`config.mk`:
```
export PLATFORM = sky130hd
export DESIGN_NAME = block_bitmap_allocator_core
export DESIGN_NICKNAME = d
export VERILOG_FILES = /design/src/sv/bba_pkg.sv /design/src/sv/bba_bitmap_mem.sv /design/src/sv/bba_find_free.sv /design/src/sv/block_bitmap_allocator_core.sv
export SDC_FILE = /design/constraint.sdc
export NUM_CORES = 1
export LEC_CHECK = 0
export ABC_AREA = 1
export BUFFER_PORTS_ARGS = -buffer_cell sky130_fd_sc_hd__buf_2
export CAP_MARGIN = 30
export CORE_ASPECT_RATIO = 0.5
export CORE_UTILIZATION = 40
export DETAILED_ROUTE_END_ITERATION = 10
export HOLD_SLACK_MARGIN = 0.06
export PLACE_DENSITY_LB_ADDON = 0.08
export SLEW_MARGIN = 0
export SYNTH_ARGS = -nofsm -noshare
export SYNTH_HDL_FRONTEND = slang
export SYNTH_HIERARCHICAL = 1
export SYNTH_SLANG_ARGS = --single-unit
```
`constraint.sdc`:
```
create_clock -name clock -period 5.9 [get_ports clock]
set_input_delay 1.475 -clock clock [delete_from_list [all_inputs] [get_ports clock]]
set_output_delay 1.475 -clock clock [all_outputs]
set_load 0.01 [all_outputs]
```
`src/sv/bba_pkg.sv`:
```
`default_nettype none

package bba_pkg;

   localparam int WORD_BITS  = 32;
   localparam int WORD_POS_W = 5;
   localparam int CURSOR_W   = WORD_POS_W + 1;

   localparam logic [1:0] OP_ALLOC         = 2'd0;
   localparam logic [1:0] OP_ALLOC_INDEXED = 2'd1;
   localparam logic [1:0] OP_FREE          = 2'd2;

   localparam logic [1:0] STATUS_OK       = 2'd0;
   localparam logic [1:0] STATUS_SHORT    = 2'd1;
   localparam logic [1:0] STATUS_NO_INDEX = 2'd2;

   typedef struct packed {
      logic [1:0] operation;
      logic [5:0] block_count;
      logic [6:0] block_index;
   } req_type;

   typedef struct packed {
      logic [6:0] granted_block;
      logic       block_valid;
      logic       is_index_block;
      logic [1:0] status;
      logic       last;
   } rsp_type;

endpackage

`default_nettype wire

```
`src/sv/bba_bitmap_mem.sv`:
```
`default_nettype none

module bba_bitmap_mem import bba_pkg::*; #(
   parameter int DEPTH  = 4,
   parameter int ADDR_W = 2
) (
   input  wire logic                 clock,
   input  wire logic                 wr_en,
   input  wire logic [ADDR_W-1:0]    addr,
   input  wire logic [WORD_BITS-1:0] wr_data,
   output logic      [WORD_BITS-1:0] rd_data
);

   logic [WORD_BITS-1:0] mem [DEPTH];
   logic [WORD_BITS-1:0] rd_data_ff;

   always_ff @(posedge clock) begin
      if (wr_en) begin
         mem[addr] <= wr_data;
      end
      rd_data_ff <= mem[addr];
   end

   assign rd_data = rd_data_ff;

endmodule

`default_nettype wire

```
`src/sv/bba_find_free.sv`:
```
`default_nettype none

module bba_find_free import bba_pkg::*; (
   input  wire logic [WORD_BITS-1:0]  word,
   input  wire logic [CURSOR_W-1:0]   start,
   output logic                       found,
   output logic      [WORD_POS_W-1:0] bit_pos
);

   logic [WORD_BITS-1:0] cand;

   always_comb begin
      found   = 1'b0;
      bit_pos = '0;
      for (int i = 0; i < WORD_BITS; i++) begin
         cand[i] = !word[i] && (CURSOR_W'(i) >= start);
      end
      for (int i = WORD_BITS - 1; i >= 0; i--) begin
         if (cand[i]) begin
            found   = 1'b1;
            bit_pos = WORD_POS_W'(i);
         end
      end
   end

endmodule

`default_nettype wire

```
`src/sv/block_bitmap_allocator_core.sv`:
```
// First-fit block allocator over a used/free bitmap of POOL_SIZE blocks.
// Requests enter on req_valid/req_stall with req_data; results leave on
// rsp_valid/rsp_stall with rsp_data. An allocate returns one result per
// granted block (an indexed allocate leads with the index block), then a
// shortfall result if the pool ran dry; a free or a zero-count allocate
// returns one result. The bitmap sits in a memory of 32-bit words scanned
// by one shared find-first-free unit. The first result of an allocate or
// an in-range free reaches the output register through S_READ, S_LOAD and
// S_SCAN or S_FREE_WRITE; a zero-count allocate or an out-of-range free
// goes straight to S_FINAL. Each word an allocate crosses takes an empty
// scan, a write back, a read and a load; one that ends in a shortfall or
// finds no index block closes in S_FINAL. One request is in work at a time:
// req_stall stays high until the word holding its last grant is written
// back or its closing result is registered. After reset the bitmap is
// cleared one word per cycle, all ceil(POOL_SIZE/32) words, with req_stall
// high. A stalled rsp holds its result and freezes a scan that has found a
// free block until the result is taken.
`default_nettype none

module block_bitmap_allocator_core import bba_pkg::*; #(
   parameter int POOL_SIZE = 128
) (
   input  wire logic    clock,
   input  wire logic    reset,
   input  wire logic    req_valid,
   output logic         req_stall,
   input  wire req_type req_data,
   output logic         rsp_valid,
   input  wire logic    rsp_stall,
   output rsp_type      rsp_data
);

   localparam int NUM_WORDS   = (POOL_SIZE + WORD_BITS - 1) / WORD_BITS;
   localparam int WORD_ADDR_W = (NUM_WORDS > 1) ? $clog2(NUM_WORDS) : 1;
   localparam int TAIL_BITS   = POOL_SIZE - (NUM_WORDS - 1) * WORD_BITS;
   localparam logic [WORD_ADDR_W-1:0] LAST_WORD = WORD_ADDR_W'(NUM_WORDS - 1);
   localparam logic [WORD_BITS-1:0] TAIL_MASK = (TAIL_BITS >= WORD_BITS) ? '0 :
      ~((WORD_BITS'(1) << TAIL_BITS) - WORD_BITS'(1));

   typedef enum logic [2:0] {
      S_CLEAR, S_IDLE, S_READ, S_LOAD, S_SCAN, S_WRITE, S_FREE_WRITE, S_FINAL
   } state_type;

   state_type              state_ff, state_in, after_ff, after_in;
   logic [1:0]             op_ff, op_in;
   logic [5:0]             want_ff, want_in, got_ff, got_in;
   logic [6:0]             bidx_ff, bidx_in;
   logic                   idx_phase_ff, idx_phase_in;
   logic [WORD_ADDR_W-1:0] word_addr_ff, word_addr_in;
   logic [WORD_BITS-1:0]   word_ff, word_in;
   logic [CURSOR_W-1:0]    pos_ff, pos_in;
   logic [1:0]             fin_status_ff, fin_status_in;
   logic                   rsp_valid_ff, rsp_valid_in;
   rsp_type                rsp_ff, rsp_in;

   logic                   mem_wr_en;
   logic [WORD_BITS-1:0]   mem_wr_data, mem_rd_data;
   logic                   found;
   logic [WORD_POS_W-1:0]  find_bit;
   logic                   out_free, is_last_word, done;
   logic [WORD_ADDR_W+WORD_POS_W-1:0] blk_full;
   logic [31:0]            blk_wide, req_bidx_wide;
   logic [WORD_BITS-1:0]   find_onehot, free_onehot;
   logic [5:0]             got_next;

   bba_bitmap_mem #(
      .DEPTH  (NUM_WORDS),
      .ADDR_W (WORD_ADDR_W)
   ) u_mem (
      .clock   (clock),
      .wr_en   (mem_wr_en),
      .addr    (word_addr_ff),
      .wr_data (mem_wr_data),
      .rd_data (mem_rd_data)
   );

   bba_find_free u_find (
      .word    (word_ff),
      .start   (pos_ff),
      .found   (found),
      .bit_pos (find_bit)
   );

   assign out_free      = !rsp_valid_ff || !rsp_stall;
   assign is_last_word  = (word_addr_ff == LAST_WORD);
   assign blk_full      = {word_addr_ff, find_bit};
   assign blk_wide      = 32'(blk_full);
   assign req_bidx_wide = 32'(req_data.block_index);
   assign find_onehot   = WORD_BITS'(1) << find_bit;
   assign free_onehot   = WORD_BITS'(1) << bidx_ff[WORD_POS_W-1:0];
   assign got_next      = 6'(got_ff + 6'd1);

   always_comb begin
      state_in      = state_ff;
      after_in      = after_ff;
      op_in         = op_ff;
      want_in       = want_ff;
      got_in        = got_ff;
      bidx_in       = bidx_ff;
      idx_phase_in  = idx_phase_ff;
      word_addr_in  = word_addr_ff;
      word_in       = word_ff;
      pos_in        = pos_ff;
      fin_status_in = fin_status_ff;
      rsp_valid_in  = rsp_valid_ff && rsp_stall;
      rsp_in        = rsp_ff;
      mem_wr_en     = 1'b0;
      mem_wr_data   = word_ff;
      done          = 1'b0;

      case (state_ff)
         S_CLEAR: begin
            mem_wr_en   = 1'b1;
            mem_wr_data = '0;
            if (is_last_word) begin
               word_addr_in = '0;
               state_in     = S_IDLE;
            end else begin
               word_addr_in = WORD_ADDR_W'(word_addr_ff + 1'b1);
            end
         end
         S_IDLE: begin
            if (req_valid) begin
               op_in         = req_data.operation;
               want_in       = req_data.block_count;
               bidx_in       = req_data.block_index;
               got_in        = '0;
               idx_phase_in  = (req_data.operation == OP_ALLOC_INDEXED);
               pos_in        = '0;
               word_addr_in  = '0;
               fin_status_in = STATUS_OK;
               case (req_data.operation)
                  OP_FREE: begin
                     if (req_bidx_wide < 32'(POOL_SIZE)) begin
                        word_addr_in = req_bidx_wide[WORD_POS_W +: WORD_ADDR_W];
                        state_in     = S_READ;
                     end else begin
                        state_in = S_FINAL;
                     end
                  end
                  OP_ALLOC: begin
                     state_in = (req_data.block_count == 6'd0) ? S_FINAL : S_READ;
                  end
                  OP_ALLOC_INDEXED: begin
                     state_in = S_READ;
                  end
                  default: begin
                     state_in = S_IDLE;
                  end
               endcase
            end
         end
         S_READ: begin
            state_in = S_LOAD;
         end
         S_LOAD: begin
            word_in  = mem_rd_data | (is_last_word ? TAIL_MASK : '0);
            state_in = (op_ff == OP_FREE) ? S_FREE_WRITE : S_SCAN;
         end
         S_SCAN: begin
            if (!found) begin
               if (is_last_word) begin
                  fin_status_in = idx_phase_ff ? STATUS_NO_INDEX : STATUS_SHORT;
                  after_in      = S_FINAL;
               end else begin
                  after_in = S_READ;
               end
               state_in = S_WRITE;
            end else if (out_free) begin
               word_in = word_ff | find_onehot;
               pos_in  = CURSOR_W'(find_bit) + CURSOR_W'(1);
               if (idx_phase_ff) begin
                  idx_phase_in = 1'b0;
                  done         = (want_ff == 6'd0);
               end else begin
                  got_in = got_next;
                  done   = (got_next == want_ff);
               end
               rsp_valid_in          = 1'b1;
               rsp_in.granted_block  = blk_wide[6:0];
               rsp_in.block_valid    = 1'b1;
               rsp_in.is_index_block = idx_phase_ff;
               rsp_in.status         = STATUS_OK;
               rsp_in.last           = done;
               if (done) begin
                  after_in = S_IDLE;
                  state_in = S_WRITE;
               end
            end
         end
         S_WRITE: begin
            mem_wr_en = 1'b1;
            if (after_ff == S_READ) begin
               word_addr_in = WORD_ADDR_W'(word_addr_ff + 1'b1);
               pos_in       = '0;
            end
            state_in = after_ff;
         end
         S_FREE_WRITE: begin
            if (out_free) begin
               mem_wr_en             = 1'b1;
               mem_wr_data           = word_ff & ~free_onehot;
               rsp_valid_in          = 1'b1;
               rsp_in.granted_block  = bidx_ff;
               rsp_in.block_valid    = 1'b1;
               rsp_in.is_index_block = 1'b0;
               rsp_in.status         = STATUS_OK;
               rsp_in.last           = 1'b1;
               state_in              = S_IDLE;
            end
         end
         S_FINAL: begin
            if (out_free) begin
               rsp_valid_in          = 1'b1;
               rsp_in.granted_block  = '0;
               rsp_in.block_valid    = 1'b0;
               rsp_in.is_index_block = 1'b0;
               rsp_in.status         = fin_status_ff;
               rsp_in.last           = 1'b1;
               state_in              = S_IDLE;
            end
         end
         default: begin
            state_in = S_IDLE;
         end
      endcase
   end

   always_ff @(posedge clock) begin
      if (reset) begin
         state_ff     <= S_CLEAR;
         after_ff     <= S_IDLE;
         word_addr_ff <= '0;
         rsp_valid_ff <= 1'b0;
      end else begin
         state_ff     <= state_in;
         after_ff     <= after_in;
         word_addr_ff <= word_addr_in;
         rsp_valid_ff <= rsp_valid_in;
      end
      op_ff         <= op_in;
      want_ff       <= want_in;
      got_ff        <= got_in;
      bidx_ff       <= bidx_in;
      idx_phase_ff  <= idx_phase_in;
      word_ff       <= word_in;
      pos_ff        <= pos_in;
      fin_status_ff <= fin_status_in;
      rsp_ff        <= rsp_in;
   end

   assign req_stall = (state_ff != S_IDLE);
   assign rsp_valid = rsp_valid_ff;
   assign rsp_data  = rsp_ff;

endmodule

`default_nettype wire

```
==> flow_metrics.py, run 1 <==
metrics = {
    "run_status": {
        "outcome": "complete, no violations",
    },
    "clock_network": {
        "cts-buffers-inserted": 24,
        "cts_tree": "built",
        "clock-sinks": 243,
        "cts_setup_buffers": 0,
        "post_cts_resized": 0,
        "ctsLongestPathBuffers": 3,
        "cts_hold_buf": 0,
        "root_buffer": "clkbuf_16",
        "htreeDepth": 1,
        "clk_latency_ps": 540,
        "path_clk_slew_ps": 70,
    },
    "routing": {
        "vias_per_cell": 5.23,
        "vias": 8454,
        "detail-route-antenna-nets": 0,
        "drtIter0Drc": 705,
        "totalWireLength_mm": 30.9,
        "drc": 0,
        "routedWlPerCell_um": 19.1,
        "drtPass1Iterations": 5,
    },
    "place": {
        "dp_cells": 1573,
        "port_buffers": 32,
        "place_congestion": 0.953,
        "dp_hpwl_mm": 20.9,
    },
    "sta": {
        "min_period_ps": 4000,
        "clock-skew-final_ps": 18.8,
        "fmax_mhz": 250,
        "post-route-period-util_pct": 67.8,
        "rsz0062_at_grt": "false",
        "holdWs_ps": 487,
        "tightest_slew_ps": 941,
        "tns_ps": 0,
        "drv_slew": 0,
        "finalSetupViolCount": 0,
        "finalHoldViolCount": 0,
        "max_slew_margin_pct": 36.9,
    },
    "floorplan": {
        "ios": 33,
        "coreArea_um2": 27800,
        "num_rows": 43,
        "die_h_um": 121,
        "fp.dieArea_um2": 29100,
        "die_width_um": 240,
        "start_util_pct": 40.9,
    },
    "yosys": {
        "yosys.area_share.xor_xnor_pct": 0.0772,
        "ys.flop_type": "edfxtp_1",
        "yosysWarnings": 6,
        "synth-compound-area-share_pct": 9.27,
        "synth_top_area_cell": "edfxtp_1",
        "synthCells": 1191,
        "synth_mux_area_share_pct": 0,
        "syn_area_um2": 11300,
        "synth_seq_cells": 243,
        "synth_fp_nets": 1218,
        "yosysUniqueCellTypes": 57,
        "synth_fa_ha_area_share_pct": 0.882,
        "yosys-top-cells-area": "edfxtp_1, nand2_1, dfxtp_1",
        "yosysSeqAreaShare_pct": 60.7,
        "synth_top_family_by_area": "simple AND/OR/NAND/NOR gates",
        "synth_top_area_share_pct": 53.5,
        "async_flop_share_pct": 0,
        "synth_simple_gate_area_share_pct": 22.5,
        "syn_avg_cell_area_um2": 9.52,
        "synth_edf_count": 202,
    },
    "layout": {
        "fillers": 2664,
        "area_growth_pct": 11.5,
        "nets": 1244,
        "seqCellArea_um2": 6890,
        "multi_input_area_um2": 3730,
        "drive_above_1_share_pct": 11.6,
        "fin_cells": 1617,
    },
    "worst_setup_path": {
        "critical_path_required_ps": 6200,
        "crit_start": "pos_ff[5]",
        "startpoint_type": "register",
        "cp_data_arrival_time_ps": 4300,
        "rr_startpoint": "pos_ff[5]",
        "crit_type": "reg2reg",
        "cp-end-kind": "register",
        "path_max_fanout": 18,
    },
    "global_routing": {
        "grt_pass1_wl_mm": 46.9,
        "grt_max_degree": 70,
        "grt_pass1_vias": 7727,
        "antenna_found_initial": 1,
        "grt_overflow": 0,
        "grt_usage_pct": 21.6,
    },
    "hold_path": {
        "hp-class": "reg2reg",
        "min_from": "after_ff[1]",
    },
    "power_and_ir_drop": {
        "powerDensity_nw_per_um2": 630,
        "vdd_ir_drop_max_uv": 253,
        "p_leak_nw": 5.17,
    },
    "flow_run": {
        "drv_cap": 0,
    },
}
-- registers in the layout, summed over array words and instances, names as in the netlist --
signal	flops
after_ff	3
bidx_ff	7
fin_status_ff	2
got_ff	6
idx_phase_ff	1
op_ff	2
pos_ff	6
rsp_data	12
rsp_valid	1
state_ff	3
u_mem/mem	128
u_mem/rd_data	32
want_ff	6
word_addr_ff	2
word_ff	32
-- synthesized netlist by cell type (3+ instances only) --
cell and number:
nor4_1 3, a21oi_1 46, nand4_1 22, o21ai_1 3, buf_2 21, nor2_1 84, clkinv_1 8, nand3_2 4
edfxtp_1 202, o31ai_1 3, nor3_1 19, inv_1 93, inv_6 3, nor2_4 3, a211oi_1 6, nand2_4 4
a31oi_1 26, o21bai_1 5, nand3_1 40, nand2_1 401, o22ai_1 8, ha_1 8, o21a_1 4, o221ai_1 6
o21ai_0 43, dfxtp_1 41, nor2_2 5, nand2_2 7, buf_4 7, inv_2 10, clkbuf_1 15, buf_6 4
o21ai_2 4, o211ai_1 5
-- through the flow --
stage          power (mW)  instance area [um^2]  util [%]  worst slack (ps)
2_1_floorplan        5.31                 11300         -              1320
3_3_place_gp         6.36                 11800      42.7              2090
3_5_place_dp         6.38                 11900      42.7              1980
4_1_cts              7.98                 12600      45.5              1950
5_1_grt              8.48                 12600      45.5              1590
6_report             7.96                 12600      45.6              1900
-- logic make-up (layout without fill, tap and decap cells) --
logic type / Yosys count / count (layout)
other cells: 0 / 1
flops: 243 / 243
compound gates: 171 / 171
simple gates: 602 / 602
buf+inv: 166 / 209
xor+xnor: 1 / 1
fa+ha+maj: 8 / 8
-- final cells by class --
type | instances | share of cell area [%]
antenna | 1 | 0.0198
timing repair buffer | 50 | 2.32
inverter | 116 | 3.69
clock inverter | 12 | 1.13
multi-input combinational | 782 | 29.5
sequential | 243 | 54.5
tap | 382 | 3.78
clock buffer | 31 | 5.12
-- metal layers --
layer	GRT usage [%]	part of all wire, %	up-vias
met5	0	0	-
met4	4.30	1.7	0
met3	3.23	5.3	31
met2	31.2	42	236
met1	34.0	51	4122
li1	-	-	4065
-- critical path, cell delays in order (launching register included) --
cell	delay, ps
edfxtp_1	510
nor2_1	170
inv_2	150
nor2_1	80
inv_1	70
nor2_1	40
o21bai_1	250
nand3_1	140
nor4_1	440
nand2_1	100
nor2_1	560
clkinv_1	670
nand2_1	300
o211ai_1	120
o21a_1	160
-- where the power goes --
part | internal, mW | total (mW) | switching, mW
clock | 0.910 | 1.57 | 0.660
combinational | 0.927 | 3.30 | 2.37
sequential | 2.76 | 3.10 | 0.337
-- cells in the final DEF (no fill, tap or decap), types with 5 or more instances in the layout --
cell type    n
inv_2       10
clkinv_2     5
nand2_2      7
buf_4       17
o21bai_1     5
clkinv_1     9
ha_1         8
o21ai_0     43
dfxtp_1     40
edfxtp_1   202
o221ai_1     6
clkbuf_1     6
a31oi_1     26
nand2_1    401
a211oi_1     6
inv_1       93
clkbuf_16   25
o211ai_1     5
nor2_2       5
o22ai_1      8
nor2_1      84
nand3_1     40
buf_2       33
a21oi_1     46
nand4_1     22
nor3_1      15
-- final timing paths --
kind                      end  slack [ps]  cells after the start
setup reg to reg  word_ff[14]        1900                     14
hold / removal    after_ff[1]         490                      2
hold reg to reg   after_ff[1]         490                      2
setup / recovery  word_ff[14]        1900                     14
Note: power is estimated with default switching activity, not from simulation.
==> run 2, diff against run 1 <==
Clock period 5.9 ns to 3.8 ns, I/O delays scaled along.
==> run 2 against run 1 <==
Effect of this change:
- clock-buffer cell count down 1
- critical path depth up 3
- sequential share of layout area down 1.0 points
- global-route usage down 0.17 points
- largest power group unchanged
- clock skew down 1.3 ps
- first-iteration DRC count up 0.85%
==> flow_metrics.py, run 2 (synthesized netlist as in run 1, its figures left out) <==
metrics = {
    "run_status": {
        "outcome": "complete, no violations",
    },
    "routing": {
        "vias": 8464,
        "drc": 0,
        "drtIter0Drc": 711,
        "drtPass1Iterations": 6,
        "wl_met1_mm": 15.0,
        "totalWireLength_mm": 30.7,
        "detail-route-antenna-nets": 0,
        "routed-wl-met3_mm": 1.72,
        "routed.top_layer": "met4",
        "wl_met2_mm": 13.3,
        "vias_per_cell": 5.19,
        "routedWlPerCell_um": 18.8,
    },
    "place": {
        "port_buffers": 32,
        "place_area_um2": 12000,
        "place_worst_setup_slack_ps": 191,
        "place_congestion": 0.912,
        "dp_cells": 1582,
        "dp_hpwl_mm": 21.0,
    },
    "worst_setup_path": {
        "worst_r2r_path_depth": 17,
        "cpPeakStageDelay_ps": 520,
        "cp_slowest_cell": "edfxtp_1",
        "crit_chain": "nor2_4 -> inv_2 -> nor2_1 -> inv_2 -> nor2_1 -> inv_2 -> nor3_1 -> or2_1 -> nor3_1 -> inv_1 -> nor2_1 -> nand3_1 -> inv_1 -> nand2_1 -> nand2_1 -> a211oi_1 -> buf_4",
        "critical_path_required_ps": 4020,
        "rr_startpoint": "pos_ff[5]",
        "cp_data_arrival_time_ps": 3710,
        "startpoint_type": "register",
        "path_max_fanout": 8,
        "rrSetupSlack_ps": 310,
        "crit_start": "pos_ff[5]",
        "crit_end": "pos_ff[2]",
        "crit_type": "reg2reg",
        "cp-end-kind": "register",
        "rr_endpoint": "pos_ff[2]",
    },
    "sta": {
        "max_slew_margin_pct": 37.0,
        "post-route-period-util_pct": 91.8,
        "fmax_mhz": 287,
        "clock-skew-final_ps": 17.5,
        "finalSetupViolCount": 0,
        "tightest_slew_ps": 943,
        "min_period_ps": 3490,
        "tns_ps": 0,
        "finalHoldViolCount": 0,
        "timing.final.ws_setup_ps": 313,
        "drv_slew": 0,
        "holdWs_ps": 474,
        "rsz0062_at_grt": "true",
    },
    "layout": {
        "largest_register_ffs": 128,
        "final_area_um2": 12900,
        "layout_common_cells": "nand2_1, edfxtp_1, inv_1",
        "area_growth_pct": 13.6,
        "final_common_cell": "nand2_1",
        "fillers": 2664,
        "drive_above_1_share_pct": 13.9,
        "final_util_pct": 46.4,
        "fin_cells": 1631,
        "regMostFlops": "u_mem/mem",
        "nets": 1259,
    },
    "clock_network": {
        "htreeDepth": 1,
        "clock-sinks": 243,
        "ctsLongestPathBuffers": 3,
        "cts-buffers-inserted": 23,
        "clk_latency_ps": 530,
        "path_clk_slew_ps": 70,
        "root_buffer": "clkbuf_16",
        "cts_tree": "built",
    },
    "power_and_ir_drop": {
        "power_mw": 12.8,
        "seq_power_share_pct": 37.5,
        "combinationalPowerShare_pct": 42.9,
        "p_sw_share_pct": 41.5,
        "p_int_mw": 7.48,
        "p_sw_mw": 5.32,
        "powerDensity_nw_per_um2": 993,
        "vdd_ir_drop_max_uv": 431,
        "p_clk_share_pct": 19.7,
        "p_leak_nw": 5.28,
    },
    "global_routing": {
        "grt_pass1_wl_mm": 47.0,
        "grt_pass1_vias": 7896,
        "grt_overflow": 0,
        "grt_max_degree": 59,
        "antenna_found_initial": 1,
        "grt_usage_pct": 21.5,
    },
    "floorplan": {
        "ios": 33,
        "num_rows": 43,
        "start_util_pct": 40.9,
        "die_width_um": 240,
        "coreArea_um2": 27800,
        "die_h_um": 121,
        "fp.dieArea_um2": 29100,
    },
    "hold_path": {
        "hp-class": "reg2reg",
        "whs_path_depth": 2,
    },
    "flow_run": {
        "drv_cap": 0,
    },
}
run 2: layout make-up:
cell class	instances	area [um^2]	share of cell area, %
diodes	1	2.50	0.0194
clock buffers	30	642	4.98
clock inverters	11	179	1.39
inverters	116	467	3.62
multi-input cells	782	3780	29.3
flip-flops and latches	243	6890	53.5
well taps	382	478	3.71
repair buffers	66	453	3.52
run 2: what timing repair did:
action / CTS / global route
gates resized for setup: 0 / 16
endpoints found under the setup margin: 0 / 41
setup buffers: 0 / 7
hold buffers: 0 / 0
run 2: worst min-delay path by stage:
stage | slack [ps] | to | startpoint
after floorplan | 430 | after_ff[1] | after_ff[1]
after global placement | 450 | after_ff[1] | after_ff[1]
after detailed placement | 470 | after_ff[1] | after_ff[1]
after CTS | 480 | after_ff[1] | after_ff[1]
after global routing | 510 | after_ff[1] | after_ff[1]
final | 470 | after_ff[1] | after_ff[1]
run 2: power groups by stage:
stage	Clock [mW]	Sequential, mW	Combinational, mW
after floorplan	0	4.63	3.61
after global placement	0	4.84	5.24
after detailed placement	0	4.85	5.22
after CTS	2.56	4.81	5.25
after global routing	2.67	4.88	6.11
final	2.52	4.80	5.49
run 2: worst max-delay path: cells and delay by family (launching register included):
kind / cells / cell delay, ps
flops: 1 / 520
simple gates: 10 / 1760
buf+inv: 6 / 680
compound gates: 1 / 220
run 2: per-layer routing:
| layer | vias up | global-route usage [%] |
|---|---|---|
| met5 | - | 0 |
| met4 | 0 | 5.02 |
| met3 | 40 | 3.46 |
| met2 | 268 | 32.4 |
| met1 | 4055 | 32.1 |
| li1 | 4101 | - |
==> run 3, diff against run 2 <==
Settings changed: CORE_UTILIZATION 40 to 55.
Clock period 3.8 ns to 3.28 ns, I/O delays scaled along.
==> run 3 against run 2 <==
Effect of this change:
- the flow now finishes with violations (setup timing)
- non-clock buffer count is 37 higher
- sequential share of layout area is 1.4 points lower
- worst hold slack worse by 1.0 ps
- worst setup slack lost 400 ps
- first-iteration DRC count increased by 48%
- sequential power up 16%
- maximum frequency grew 3.5%
- clock power up 8.7%
- register-to-register slack got worse by 400 ps
- clock-buffer cell count up 1
- largest cell class unchanged
- highest routed layer unchanged
==> flow_metrics.py, run 3 (synthesized netlist as in run 1, its figures left out) <==
metrics = {
    "routing": {
        "drc": 0,
        "drtPass1Iterations": 6,
        "routedWlPerCell_um": 18.8,
        "totalWireLength_mm": 29.2,
        "drtIter0Drc": 1055,
        "vias": 8716,
        "detail-route-antenna-nets": 0,
        "vias_per_cell": 5.62,
    },
    "flow_run": {
        "drv_cap": 0,
    },
    "sta": {
        "fmax_mhz": 297,
        "clock-skew-final_ps": 16.5,
        "max_slew_margin_pct": 49.9,
        "min_period_ps": 3370,
        "finalHoldViolCount": 0,
        "rsz0062_at_grt": "true",
        "drv_slew": 0,
        "tightest_slew_ps": 749,
        "timing.final.ws_setup_ps": -89.7,
        "post-route-period-util_pct": 103,
        "finalSetupViolCount": 21,
    },
    "power_and_ir_drop": {
        "p_int_mw": 9.31,
        "p_sw_share_pct": 41.8,
        "combinationalPowerShare_pct": 48.1,
        "power_mw": 16.0,
        "seq_power_share_pct": 34.7,
        "powerDensity_nw_per_um2": 1210,
        "p_leak_nw": 5.46,
        "p_clk_share_pct": 17.1,
        "p_sw_mw": 6.70,
        "vdd_ir_drop_max_uv": 681,
    },
    "worst_setup_path": {
        "startpoint_type": "register",
        "rr_endpoint": "word_ff[2]",
        "worst_r2r_path_depth": 19,
        "critical_path_required_ps": 3530,
        "cp-end-kind": "register",
        "crit_type": "reg2reg",
        "path_max_fanout": 5,
        "cp_data_arrival_time_ps": 3620,
        "rrSetupSlack_ps": -90,
        "rr_startpoint": "pos_ff[4]",
    },
    "global_routing": {
        "antenna_found_initial": 1,
        "grt_max_degree": 57,
        "grt_usage_pct": 27.6,
        "grt_overflow": 0,
        "grt_pass1_vias": 8012,
        "grt_pass1_wl_mm": 44.8,
    },
    "hold_path": {
        "min_from": "after_ff[1]",
        "hp-class": "reg2reg",
        "whs_path_depth": 2,
        "hold_end": "after_ff[1]",
    },
    "layout": {
        "nets": 1295,
        "final_common_cell": "nand2_1",
        "regMostFlops": "u_mem/mem",
        "final_area_um2": 13200,
        "largest_register_ffs": 128,
        "final_util_pct": 66.7,
        "drive_above_1_share_pct": 19.2,
        "fillers": 1569,
        "fin_cells": 1551,
        "layout_common_cells": "nand2_1, edfxtp_1, inv_1",
        "area_growth_pct": 16.6,
    },
    "place": {
        "dp_hpwl_mm": 20.0,
        "dp_cells": 1500,
        "port_buffers": 32,
        "place_congestion": 0.958,
        "place_area_um2": 12100,
    },
    "clock_network": {
        "clock-sinks": 243,
        "cts-buffers-inserted": 22,
        "root_buffer": "clkbuf_16",
        "ctsLongestPathBuffers": 3,
        "htreeDepth": 1,
        "cts_tree": "built",
        "path_clk_slew_ps": 70,
        "clk_latency_ps": 520,
    },
    "run_status": {
        "violations": "setup timing",
        "outcome": "complete, but fails checks",
    },
    "floorplan": {
        "start_util_pct": 57.2,
        "fp.dieArea_um2": 21200,
        "num_rows": 36,
        "ios": 33,
        "die_width_um": 205,
        "die_h_um": 104,
        "coreArea_um2": 19800,
    },
}
run 3: changes by cell type in the layout (fill, tap and decap cells not counted), sizes merged:
cell,delta
bufinv,-3
buf,+37
clkbuf,+1
clkinv,-1
clkinvlp,+2
run 3: per-layer routing:
layer  up-vias  share of wire [%]  GRT usage [%]  wire (um)
li1       4178                  -              -          -
met1      4094                 47           43.8      13600
met2       393                 42           39.1      12300
met3        51                8.9           5.16       2610
met4         0                2.1           6.19        607
met5         -                  0              0          0
run 3: layout make-up:
class / instances / area (um^2) / share of cell area (%)
flip-flops and latches: 243 / 6890 / 52.1
multi-input cells: 782 / 4010 / 30.3
repair buffers: 103 / 746 / 5.64
clock buffers: 31 / 666 / 5.03
inverters: 116 / 475 / 3.59
well taps: 266 / 333 / 2.52
clock inverters: 9 / 105 / 0.795
diodes: 1 / 2.50 / 0.0189
run 3: how the worst max path moves through the flow:
stage | startpoint | to | slack [ps] | cells after the start
6_report | pos_ff[4] | word_ff[2] | -90 | 19
3_5_place_dp | pos_ff[3] | word_ff[11] | -80 | 31
5_1_grt | pos_ff[4] | word_ff[12] | -350 | 35
3_3_place_gp | pos_ff[4] | word_ff[8] | -120 | 38
4_1_cts | pos_ff[2] | word_ff[11] | -20 | 33
2_1_floorplan | rsp_stall | u_mem/mem[0][0] | -650 | 5
run 3: timing repair:
action	CTS	global route
resized for setup	20	52
setup endpoints to repair	31	99
hold endpoints to repair	0	0
pin swaps	2	24
hold buffers	0	0
setup buffers	0	10
run 3: metrics by stage:
stage	setup TNS, ps	worst slack, ps	hold WS, ps
2_1_floorplan	-82690	-646	433
3_3_place_gp	-1390	-121	450
3_5_place_dp	-1040	-82.4	463
4_1_cts	-19.6	-19.6	471
5_1_grt	-12530	-347	465
6_report	-848	-89.7	473
run 3: power groups by stage:
| stage | Combinational, mW | Sequential (mW) | Clock [mW] |
|---|---|---|---|
| floorplan | 4.19 | 5.37 | 0 |
| global placement | 6.41 | 5.57 | 0 |
| detailed placement | 6.50 | 5.59 | 0 |
| CTS | 6.72 | 5.55 | 2.76 |
| global route | 8.39 | 5.65 | 2.89 |
| finish | 7.71 | 5.56 | 2.74 |
run 3: critical path, cell delays in order (launching register included):
cell      delay (ps)
edfxtp_1         480
buf_4            180
nand2_1           80
nand2_1          100
a211o_2          360
nand2_1          110
o211ai_1         110
a311oi_1         270
o21ai_1           90
nand2_1           70
a21oi_1           80
o31ai_1          260
a21oi_2          110
buf_4            170
buf_4            140
ha_4             170
nand2_2          100
inv_2             60
nand3_1           60
a31oi_1           90
